<file path="config.mk">
export PLATFORM = sky130hd
export DESIGN_NAME = button_debounce_click_detector_flat
export DESIGN_NICKNAME = d
export VERILOG_FILES = /design/src/rtl/core/bdc_pkg.sv /design/src/rtl/core/bdc_poll_if.sv /design/src/rtl/core/bdc_result_if.sv /design/src/rtl/core/button_debounce_click_detector.sv /design/src/rtl/core/bdc_cfg_regs.sv /design/src/rtl/core/bdc_engine.sv /design/src/flat_wrapper.sv
export SDC_FILE = /design/constraint.sdc
export NUM_CORES = 1
export LEC_CHECK = 0
export BUFFER_PORTS_ARGS = -buffer_cell sky130_fd_sc_hd__buf_2
export CAP_MARGIN = 20
export CORE_MARGIN = 4
export CORE_UTILIZATION = 40
export DETAILED_ROUTE_END_ITERATION = 8
export PLACE_DENSITY = 0.67
export SETUP_SLACK_MARGIN = 0.1
export SYNTH_ARGS = -nofsm -noshare
export SYNTH_HDL_FRONTEND = slang
export SYNTH_SLANG_ARGS = --single-unit
</file>
<file path="constraint.sdc">
create_clock -name clk -period 6.4 [get_ports clk]
set_input_delay 0 -clock clk [delete_from_list [all_inputs] [get_ports clk]]
set_output_delay 0 -clock clk [all_outputs]
set_load 0.005 [all_outputs]
</file>
<file path="src/rtl/core/bdc_pkg.sv">
`timescale 1ns / 1ps
// ----------------------------------------------------------------------------
// bdc_pkg
// Shared types and constants of the button debounce and click detector.
// ----------------------------------------------------------------------------
package bdc_pkg;

    localparam int unsigned TimeWidth = 32;
    localparam int unsigned CfgWidth  = 16;
    localparam int unsigned AddrWidth = 4;
    localparam int unsigned DataWidth = 32;

    // Register indexes, taken from paddr[3:2].
    localparam logic [1:0] RegDebounce  = 2'd0;
    localparam logic [1:0] RegClickGap  = 2'd1;
    localparam logic [1:0] RegLongPress = 2'd2;
    localparam logic [1:0] RegRepeat    = 2'd3;

    localparam logic [CfgWidth-1:0] DebounceReset  = 16'd10;
    localparam logic [CfgWidth-1:0] ClickGapReset  = 16'd400;
    localparam logic [CfgWidth-1:0] LongPressReset = 16'd800;
    localparam logic [CfgWidth-1:0] RepeatReset    = 16'd0;

    typedef struct packed {
        logic [CfgWidth-1:0] lockout_ms;
        logic [CfgWidth-1:0] double_click_gap_ms;
        logic [CfgWidth-1:0] long_press_ms;
        logic [CfgWidth-1:0] long_repeat_ms;
    } bdc_cfg_t;

    typedef struct packed {
        logic level;
        logic changed;
        logic press_edge;
        logic release_edge;
        logic long_start;
        logic long_during;
        logic long_stop;
        logic single_click;
        logic double_click;
    } bdc_result_t;

endpackage

</file>
<file path="src/rtl/core/bdc_poll_if.sv">
`timescale 1ns / 1ps
// ----------------------------------------------------------------------------
// bdc_poll_if
// Valid/ready channel carrying one poll of the raw pin and the time.
// ----------------------------------------------------------------------------
interface bdc_poll_if;

    logic        valid;
    logic        ready;
    logic        pin_level;
    logic [31:0] now_ms;

    modport source (output valid, output pin_level, output now_ms, input ready);
    modport sink   (input valid, input pin_level, input now_ms, output ready);

endinterface

</file>
<file path="src/rtl/core/bdc_result_if.sv">
`timescale 1ns / 1ps
// ----------------------------------------------------------------------------
// bdc_result_if
// Valid/ready channel carrying the debounced level and the event flags.
// ----------------------------------------------------------------------------
interface bdc_result_if;

    logic valid;
    logic ready;
    logic level;
    logic changed;
    logic press_edge;
    logic release_edge;
    logic long_start;
    logic long_during;
    logic long_stop;
    logic single_click;
    logic double_click;

    modport source (
        output valid, output level, output changed, output press_edge,
        output release_edge, output long_start, output long_during,
        output long_stop, output single_click, output double_click,
        input ready
    );
    modport sink (
        input valid, input level, input changed, input press_edge,
        input release_edge, input long_start, input long_during,
        input long_stop, input single_click, input double_click,
        output ready
    );

endinterface

</file>
<file path="src/rtl/core/button_debounce_click_detector.sv">
`timescale 1ns / 1ps
// ----------------------------------------------------------------------------
// button_debounce_click_detector
// Lockout debouncer with long press, single and double click detection.
// ----------------------------------------------------------------------------
//
//  Channel | Direction | Transfer on         | Carries
//  --------+-----------+---------------------+------------------------------
//  poll    | sink      | valid && ready      | pin_level, now_ms
//  result  | source    | valid && ready      | level and eight event flags
//  APB     | slave     | psel&penable&pwrite | four 16-bit timing registers
//
//  Every poll gives exactly one result. A poll is held in the input register,
//  is classified by the engine, and its result is captured in the output
//  register; one poll is taken every cycle while the result is not stalled.
//  The state update in the engine is a single pass of compares on 32-bit
//  elapsed times. A stalled result holds the output register; the input
//  register still takes one poll and then holds it. Reset clears the
//  debounce state to released with no lockout and the registers to their
//  default timings.
//
module button_debounce_click_detector (
    input  logic                          clk,
    input  logic                          rst_n,
    input  logic                          psel,
    input  logic                          penable,
    input  logic                          pwrite,
    input  logic [bdc_pkg::AddrWidth-1:0] paddr,
    input  logic [bdc_pkg::DataWidth-1:0] pwdata,
    output logic [bdc_pkg::DataWidth-1:0] prdata,
    output logic                          pready,
    bdc_poll_if.sink                      poll,
    bdc_result_if.source                  result
);
    import bdc_pkg::*;

    bdc_cfg_t             cfg;
    bdc_result_t          res_comb;
    bdc_result_t          res_reg;

    // Input register: one poll waiting for the engine.
    logic                 in_valid_reg, in_valid_next;
    logic                 in_pin_reg;
    logic [TimeWidth-1:0] in_now_reg;

    // Output register: one result waiting for its transfer.
    logic                 out_valid_reg, out_valid_next;

    logic                 advance;
    logic                 poll_take;

    bdc_cfg_regs u_cfg (
        .clk     (clk),
        .rst_n   (rst_n),
        .psel    (psel),
        .penable (penable),
        .pwrite  (pwrite),
        .paddr   (paddr),
        .pwdata  (pwdata),
        .prdata  (prdata),
        .pready  (pready),
        .cfg     (cfg)
    );

    // The engine commits its state exactly when the held poll moves on to
    // the output register, so the next poll always sees the updated state.
    bdc_engine u_engine (
        .clk       (clk),
        .rst_n     (rst_n),
        .cfg       (cfg),
        .fire      (in_valid_reg && advance),
        .pin_level (in_pin_reg),
        .now_ms    (in_now_reg),
        .res       (res_comb)
    );

    // The output slot frees up when empty or when its result is taken.
    assign advance    = !out_valid_reg || result.ready;
    assign poll.ready = !in_valid_reg || advance;
    assign poll_take  = poll.valid && poll.ready;

    always_comb
    begin
        in_valid_next = in_valid_reg;
        if (poll.ready)
            in_valid_next = poll.valid;

        out_valid_next = out_valid_reg;
        if (advance)
            out_valid_next = in_valid_reg;
    end

    always_ff @(posedge clk or negedge rst_n)
    begin
        if (!rst_n)
        begin
            in_valid_reg  <= 1'b0;
            out_valid_reg <= 1'b0;
        end
        else
        begin
            in_valid_reg  <= in_valid_next;
            out_valid_reg <= out_valid_next;
        end
    end

    // Payload registers need no reset.
    always_ff @(posedge clk)
    begin
        if (poll_take)
        begin
            in_pin_reg <= poll.pin_level;
            in_now_reg <= poll.now_ms;
        end
        if (advance && in_valid_reg)
        begin
            res_reg <= res_comb;
        end
    end

    assign result.valid        = out_valid_reg;
    assign result.level        = res_reg.level;
    assign result.changed      = res_reg.changed;
    assign result.press_edge   = res_reg.press_edge;
    assign result.release_edge = res_reg.release_edge;
    assign result.long_start   = res_reg.long_start;
    assign result.long_during  = res_reg.long_during;
    assign result.long_stop    = res_reg.long_stop;
    assign result.single_click = res_reg.single_click;
    assign result.double_click = res_reg.double_click;

endmodule

</file>
<file path="src/rtl/core/bdc_cfg_regs.sv">
`timescale 1ns / 1ps
// ----------------------------------------------------------------------------
// bdc_cfg_regs
// APB register file holding the four timing registers.
// ----------------------------------------------------------------------------
module bdc_cfg_regs (
    input  logic                          clk,
    input  logic                          rst_n,
    input  logic                          psel,
    input  logic                          penable,
    input  logic                          pwrite,
    input  logic [bdc_pkg::AddrWidth-1:0] paddr,
    input  logic [bdc_pkg::DataWidth-1:0] pwdata,
    output logic [bdc_pkg::DataWidth-1:0] prdata,
    output logic                          pready,
    output bdc_pkg::bdc_cfg_t             cfg
);
    import bdc_pkg::*;

    bdc_cfg_t            cfg_reg;
    bdc_cfg_t            cfg_next;
    logic [1:0]          reg_index;
    logic [CfgWidth-1:0] rd_value;

    assign reg_index = paddr[3:2];
    assign pready    = 1'b1;
    assign cfg       = cfg_reg;

    always_comb
    begin
        cfg_next = cfg_reg;
        if (psel && penable && pwrite)
        begin
            unique case (reg_index)
                RegDebounce:  cfg_next.lockout_ms          = pwdata[CfgWidth-1:0];
                RegClickGap:  cfg_next.double_click_gap_ms = pwdata[CfgWidth-1:0];
                RegLongPress: cfg_next.long_press_ms       = pwdata[CfgWidth-1:0];
                RegRepeat:    cfg_next.long_repeat_ms      = pwdata[CfgWidth-1:0];
                default:      cfg_next = cfg_reg;
            endcase
        end
    end

    always_comb
    begin
        unique case (reg_index)
            RegDebounce:  rd_value = cfg_reg.lockout_ms;
            RegClickGap:  rd_value = cfg_reg.double_click_gap_ms;
            RegLongPress: rd_value = cfg_reg.long_press_ms;
            RegRepeat:    rd_value = cfg_reg.long_repeat_ms;
            default:      rd_value = '0;
        endcase
    end

    assign prdata = {{(DataWidth-CfgWidth){1'b0}}, rd_value};

    always_ff @(posedge clk or negedge rst_n)
    begin
        if (!rst_n)
        begin
            cfg_reg.lockout_ms          <= DebounceReset;
            cfg_reg.double_click_gap_ms <= ClickGapReset;
            cfg_reg.long_press_ms       <= LongPressReset;
            cfg_reg.long_repeat_ms      <= RepeatReset;
        end
        else
        begin
            cfg_reg <= cfg_next;
        end
    end

endmodule

</file>
<file path="src/rtl/core/bdc_engine.sv">
`timescale 1ns / 1ps
// ----------------------------------------------------------------------------
// bdc_engine
// Debounce and press classification state with its single-pass update.
// ----------------------------------------------------------------------------
module bdc_engine (
    input  logic                          clk,
    input  logic                          rst_n,
    input  bdc_pkg::bdc_cfg_t             cfg,
    input  logic                          fire,
    input  logic                          pin_level,
    input  logic [bdc_pkg::TimeWidth-1:0] now_ms,
    output bdc_pkg::bdc_result_t          res
);
    import bdc_pkg::*;

    logic                 stable_reg, stable_next;
    logic                 lockout_reg, lockout_next;
    logic                 long_reg, long_next;
    logic                 pending_reg, pending_next;
    logic [TimeWidth-1:0] edge_time_reg, edge_time_next;
    logic [TimeWidth-1:0] press_time_reg, press_time_next;
    logic [TimeWidth-1:0] repeat_time_reg, repeat_time_next;
    logic [TimeWidth-1:0] click_time_reg, click_time_next;

    logic [TimeWidth-1:0] d_edge, d_press, d_repeat, d_click;
    logic                 lock_mid, accept, level_new;
    logic                 long_mid, long_hold, click_now;
    logic                 pend_mid;

    // All elapsed times are taken against the stored stamps in parallel.
    assign d_edge   = now_ms - edge_time_reg;
    assign d_press  = now_ms - press_time_reg;
    assign d_repeat = now_ms - repeat_time_reg;
    assign d_click  = now_ms - click_time_reg;

    always_comb
    begin
        res = '0;

        // Lockout expiry, then edge acceptance.
        lock_mid  = lockout_reg &&
                    (d_edge < {{(TimeWidth-CfgWidth){1'b0}}, cfg.lockout_ms});
        accept    = !lock_mid && (pin_level != stable_reg);
        level_new = accept ? ~stable_reg : stable_reg;
        res.level        = level_new;
        res.changed      = accept;
        res.press_edge   = accept && !level_new;
        res.release_edge = accept && level_new;

        lockout_next   = accept || lock_mid;
        edge_time_next = accept ? now_ms : edge_time_reg;
        press_time_next = res.press_edge ? now_ms : press_time_reg;

        // A fresh press has zero elapsed hold time and no long press yet.
        long_mid       = res.press_edge ? 1'b0 : long_reg;
        res.long_start = !level_new && !long_mid &&
                         ((res.press_edge ? '0 : d_press) >=
                          {{(TimeWidth-CfgWidth){1'b0}}, cfg.long_press_ms});
        long_hold      = long_mid || res.long_start;
        res.long_during = !level_new && long_mid && !res.long_start &&
                          (cfg.long_repeat_ms != '0) &&
                          (d_repeat >= {{(TimeWidth-CfgWidth){1'b0}}, cfg.long_repeat_ms});

        if (res.long_start || res.long_during)
            repeat_time_next = now_ms;
        else if (res.press_edge)
            repeat_time_next = '0;
        else
            repeat_time_next = repeat_time_reg;

        // Release handling: end a long press or count a click.
        pend_mid        = pending_reg;
        click_time_next = click_time_reg;
        click_now       = 1'b0;
        res.long_stop   = res.release_edge && long_reg;
        long_next       = res.long_stop ? 1'b0 : long_hold;
        if (res.release_edge)
        begin
            priority if (long_reg)
            begin
                pend_mid        = 1'b0;
                click_time_next = '0;
            end
            else if (!pending_reg)
            begin
                pend_mid        = 1'b1;
                click_time_next = now_ms;
                click_now       = 1'b1;
            end
            else if (d_click <= {{(TimeWidth-CfgWidth){1'b0}}, cfg.double_click_gap_ms})
            begin
                res.double_click = 1'b1;
                pend_mid         = 1'b0;
                click_time_next  = '0;
            end
            else
            begin
                res.single_click = 1'b1;
                pend_mid         = 1'b1;
                click_time_next  = now_ms;
                click_now        = 1'b1;
            end
        end

        // Click window timeout; a window opened on this poll has zero age.
        pending_next = pend_mid;
        if (pend_mid && !click_now &&
            (d_click > {{(TimeWidth-CfgWidth){1'b0}}, cfg.double_click_gap_ms}))
        begin
            res.single_click = 1'b1;
            pending_next     = 1'b0;
            click_time_next  = '0;
        end

        stable_next = level_new;
    end

    always_ff @(posedge clk or negedge rst_n)
    begin
        if (!rst_n)
        begin
            stable_reg      <= 1'b1;
            lockout_reg     <= 1'b0;
            long_reg        <= 1'b0;
            pending_reg     <= 1'b0;
            edge_time_reg   <= '0;
            press_time_reg  <= '0;
            repeat_time_reg <= '0;
            click_time_reg  <= '0;
        end
        else if (fire)
        begin
            stable_reg      <= stable_next;
            lockout_reg     <= lockout_next;
            long_reg        <= long_next;
            pending_reg     <= pending_next;
            edge_time_reg   <= edge_time_next;
            press_time_reg  <= press_time_next;
            repeat_time_reg <= repeat_time_next;
            click_time_reg  <= click_time_next;
        end
    end

endmodule
</file>
<file path="src/flat_wrapper.sv">
// flat-port wrapper written by rule: the top's interface ports become plain ports
module button_debounce_click_detector_flat import bdc_pkg::*;
  (clk, rst_n, psel, penable, pwrite, paddr, pwdata, prdata, pready, poll_valid, poll_pin_level, poll_now_ms, poll_ready, result_valid, result_level, result_changed, result_press_edge, result_release_edge, result_long_start, result_long_during, result_long_stop, result_single_click, result_double_click, result_ready);
  bdc_poll_if poll_i ();
  bdc_result_if result_i ();
  input  logic clk;
  input  logic rst_n;
  input  logic psel;
  input  logic penable;
  input  logic pwrite;
  input  logic [bdc_pkg::AddrWidth-1:0] paddr;
  input  logic [bdc_pkg::DataWidth-1:0] pwdata;
  output logic [bdc_pkg::DataWidth-1:0] prdata;
  output logic pready;
  input wire logic [$bits(poll_i.valid)-1:0] poll_valid;
  input wire logic [$bits(poll_i.pin_level)-1:0] poll_pin_level;
  input wire logic [$bits(poll_i.now_ms)-1:0] poll_now_ms;
  output wire logic [$bits(poll_i.ready)-1:0] poll_ready;
  output wire logic [$bits(result_i.valid)-1:0] result_valid;
  output wire logic [$bits(result_i.level)-1:0] result_level;
  output wire logic [$bits(result_i.changed)-1:0] result_changed;
  output wire logic [$bits(result_i.press_edge)-1:0] result_press_edge;
  output wire logic [$bits(result_i.release_edge)-1:0] result_release_edge;
  output wire logic [$bits(result_i.long_start)-1:0] result_long_start;
  output wire logic [$bits(result_i.long_during)-1:0] result_long_during;
  output wire logic [$bits(result_i.long_stop)-1:0] result_long_stop;
  output wire logic [$bits(result_i.single_click)-1:0] result_single_click;
  output wire logic [$bits(result_i.double_click)-1:0] result_double_click;
  input wire logic [$bits(result_i.ready)-1:0] result_ready;
  assign poll_i.valid = poll_valid;
  assign poll_i.pin_level = poll_pin_level;
  assign poll_i.now_ms = poll_now_ms;
  assign poll_ready = poll_i.ready;
  assign result_valid = result_i.valid;
  assign result_level = result_i.level;
  assign result_changed = result_i.changed;
  assign result_press_edge = result_i.press_edge;
  assign result_release_edge = result_i.release_edge;
  assign result_long_start = result_i.long_start;
  assign result_long_during = result_i.long_during;
  assign result_long_stop = result_i.long_stop;
  assign result_single_click = result_i.single_click;
  assign result_double_click = result_i.double_click;
  assign result_i.ready = result_ready;
  button_debounce_click_detector u_core (.clk(clk), .rst_n(rst_n), .psel(psel), .penable(penable), .pwrite(pwrite), .paddr(paddr), .pwdata(pwdata), .prdata(prdata), .pready(pready), .poll(poll_i), .result(result_i));
endmodule
</file>
==> metrics.log <==
INFO  metric dp_worst_setup_slack = -0.505 ns
INFO  metric wl = 61.9 mm
INFO  metric layout_setup_ws = -0.370 ns
INFO  metric final_min_period_over_clock_period = 106%
INFO  metric wl_per_cell = slightly above 20 um
INFO  metric grt_util_all_layers = approximately a quarter
INFO  metric finalClockSkew = ~0.045 ns
INFO  metric clock_insertion_delay_at_the_later_pin_of_the_skew_report = about 0.61 ns
INFO  metric yosysSeqAreaShare = roughly a third
INFO  metric yosysWarningCount = 0
INFO  metric antenna_cells_inserted = 0
INFO  metric detailed_route_vias_per_instance = ~5.8
INFO  metric violations = setup timing
INFO  metric worst_slew_margin_rel = between 30% and 40%
INFO  metric place_congestion = 0.980
INFO  metric rsz0062_at_grt = yes
INFO  metric cts.reportedPaths.clkPinSlew = roughly 0.060 ns
INFO  metric synth.ff_latch_count = between 200 and 250
INFO  metric die_height = 225 um
INFO  metric cap_violations = 0
INFO  metric utilization = around 49%
INFO  metric row_count = 79
INFO  metric path_class = reg2reg
INFO  metric clk_path_buf_depth = 3
INFO  metric wp_data_required = roughly 7 ns
INFO  metric synth.most_common_cell = sky130_fd_sc_hd__inv_1
INFO  metric tightest_slew = roughly 1 ns
INFO  metric htree_levels = 1
INFO  metric timing.final.setup_violations = 32
INFO  metric iteration_0_drc_count_of_the_detailed_router = roughly 1400
INFO  metric initial_antenna_violation_count = 0
INFO  metric worst_path_max_delay_cell = sky130_fd_sc_hd__or4_4
INFO  metric grt_pass1_vias = roughly 17000
INFO  metric status = finished, violations left
INFO  metric fp.dieArea = 50800 um2
INFO  metric antenna_left = 0
INFO  metric cts_inserted_buffers = 29
INFO  metric vias = approximately 17000
INFO  metric synthesis.instances = between 2000 and 2500
INFO  metric vdd_ir_drop_max = approximately 220 uV
INFO  metric hp-class = in2reg
INFO  metric combined_area_of_all_synthesized_cells = about 19000 um2
INFO  metric slew_violations = 0
INFO  metric cp_data_arrival_time = slightly above 7 ns
INFO  metric setup.worst_path.end_class = flip-flop
INFO  metric synth_top_area_share = 25.0%
INFO  metric die_width = approximately 230 um
INFO  metric cts_root_buffer = sky130_fd_sc_hd__clkbuf_16
INFO  metric largest_register_ffs = 64
INFO  metric tritoncts = yes
INFO  metric grt_overflow_total = 0
INFO  metric critPathMaxStageDelay = roughly 0.46 ns
INFO  metric layout_cell_share_with_drive_strength_beyond_1 = 18.6%
INFO  metric area_growth_syn_to_layout = 20.2%
INFO  metric synthTopCellsByCount = 217 x sky130_fd_sc_hd__inv_1, 216 x sky130_fd_sc_hd__nand2_1, 189 x sky130_fd_sc_hd__dfrtp_1
INFO  metric leakage = slightly above 10 nW
INFO  metric total_core_area = ~47000 um2
INFO  metric fin_cells = roughly 3000
INFO  metric port_buffers = 84
INFO  metric yosys.area.top_type = sky130_fd_sc_hd__dfrtp_1
INFO  metric ios = 120
INFO  metric synthArstFlopShare = between 80 and 90%
INFO  metric number_of_flops_mapped_to_enable_cells_by_yosys = 42
INFO  metric netlist-cell-type-count = between 80 and 90
INFO  metric initial_core_util = 40.5%
INFO  metric mapped_avg_cell_area = 8.83 um2
INFO  metric fin_worst_hold_slack = roughly 0.1 ns
INFO  metric nets = 2631
INFO  metric grt_pass1_wl = approximately 96 mm
INFO  metric place.detailed.hpwl = approximately 47 mm
INFO  metric report.power.total = just over 10 mW
INFO  metric dpl.cell_count = 2869
INFO  metric worstPathMaxFanout = 8
INFO  metric ys_dominant_reg_cell = sky130_fd_sc_hd__dfrtp_1
INFO  metric netlist_top_cells_area = sky130_fd_sc_hd__dfrtp_1 25%, sky130_fd_sc_hd__ha_1 12%, sky130_fd_sc_hd__edfxtp_1 6.7%
INFO  metric cts_sinks = 240
INFO  metric post-route-drc-count = 0
INFO  metric final-hold-violation-count = 0
INFO  metric grt_start_max_net_pins = about 80
INFO  metric first_pass_iters = 5
INFO  metric cp-start-kind = flip-flop
INFO  metric final.min_clock_period = between 6 and 7 ns
INFO  metric power.density_cell_area = 455 nW/um2
INFO  metric achievable-frequency = about 150 MHz
-- cells in the final DEF, fill, tap and decap left out, types with 39 or more instances in the layout --
| cell | Yosys | final |
|---|---|---|
| sky130_fd_sc_hd__nand4_1 | 39 | 39 |
| sky130_fd_sc_hd__mux2_2 | 42 | 42 |
| sky130_fd_sc_hd__dfrtp_1 | 189 | 189 |
| sky130_fd_sc_hd__o21ai_0 | 171 | 166 |
| sky130_fd_sc_hd__buf_4 | 17 | 123 |
| sky130_fd_sc_hd__a21oi_1 | 146 | 144 |
| sky130_fd_sc_hd__ha_1 | 187 | 183 |
| sky130_fd_sc_hd__a21o_1 | 52 | 52 |
| sky130_fd_sc_hd__xnor2_1 | 52 | 52 |
| sky130_fd_sc_hd__buf_2 | 3 | 83 |
| sky130_fd_sc_hd__edfxtp_1 | 42 | 42 |
| sky130_fd_sc_hd__nor2_1 | 130 | 119 |
| sky130_fd_sc_hd__dlygate4sd3_1 | 0 | 56 |
| sky130_fd_sc_hd__inv_1 | 217 | 213 |
| sky130_fd_sc_hd__nand2_1 | 216 | 216 |
-- final cells by class --
type	count	area, um2
multi-input cells	1598	11800
repair buffers	277	2170
flip-flops and latches	240	6230
clock buffers	34	764
inverters	218	821
clock inverters	20	210
well taps	607	759
fillers	4337	23900
-- through the flow --
step           setup TNS [ns]  cell area, um2
2_1_floorplan               0           19000
3_3_place_gp            -9.78           20700
3_5_place_dp           -15.98           20700
4_1_cts                -14.22           22500
5_1_grt                -25.69           22700
6_report               -11.21           22700
-- worst paths after layout --
check / startpoint / to / slack [ns] / depth (start not counted)
worst min register to register: u_core.in_valid_reg$_DFFE_PN0N_ / u_core.result.valid$_DFFE_PN0P_ / 0.50 / 1
worst max-delay path: u_core.u_engine.edge_time_reg[0]$_DFFE_PN0P_ / u_core.u_engine.repeat_time_reg[17]$_DFFE_PN0P_ / -0.37 / 33
worst min-delay path: pwrite / u_core.u_cfg.cfg[49]$_DFFE_PN1P_ / 0.1 / 6
min in group asynchronous: rst_n / u_core.u_cfg.cfg[39]$_DFFE_PN1P_ / 0.55 / 3
max in group asynchronous: rst_n / u_core.u_engine.press_time_reg[29]$_DFFE_PN0P_ / 4.86 / 4
worst max register to register: u_core.u_engine.edge_time_reg[0]$_DFFE_PN0P_ / u_core.u_engine.repeat_time_reg[17]$_DFFE_PN0P_ / -0.37 / 33
-- what timing repair did --
| item | in CTS | in global routing |
|---|---|---|
| gates resized for setup | 23 | 44 |
| hold buffers | 55 | 2 |
| hold endpoints to repair | 160 | 4 |
| pin swaps | 6 | 32 |
| cloned | 2 | 1 |
| setup buffers | 6 | 4 |
| endpoints found under the setup margin | 66 | 69 |
-- critical path, delay by kind of cell, from the launching register on --
kind	cells	cell delay, ns
AOI/OAI and AO/OA	8	1.53
xor gates and xnor gates	1	0.09
adders and majority gates	4	1.15
buffers and inverters	6	0.90
DFF	1	0.41
muxes	1	0.29
and+or+nand+nor	13	2.23
-- cells by family after synthesis --
group	Yosys count	synth area share [%]
buffers and inverters	319	6.81
XOR/XNOR	84	3.89
adder cells (fa/ha/maj)	191	12.8
other	2	0.0397
AO/OA/AOI/OAI	614	21.3
flip-flops	240	32.9
AND/OR/NAND/NOR	598	15.2
multiplexers	94	7.05
-- report_power, final --
group	leakage (nW)	internal, mW	switching (mW)	total [mW]
Clock	0.484	0.984	0.712	1.70
Combinational	6.79	2.76	3.64	6.40
Sequential	2.84	2.02	0.240	2.26
Total	10.1	5.76	4.59	10.4
-- layer usage --
metal | share of wire [%] | vias up | global-route usage, %
met5 | 0 | - | 0
met4 | 4.0 | 0 | 7.45
met3 | 6.1 | 142 | 3.22
met2 | 46 | 589 | 39.0
met1 | 44 | 8376 | 32.8
li1 | - | 8120 | -
Power figures use the tool's default switching activity.
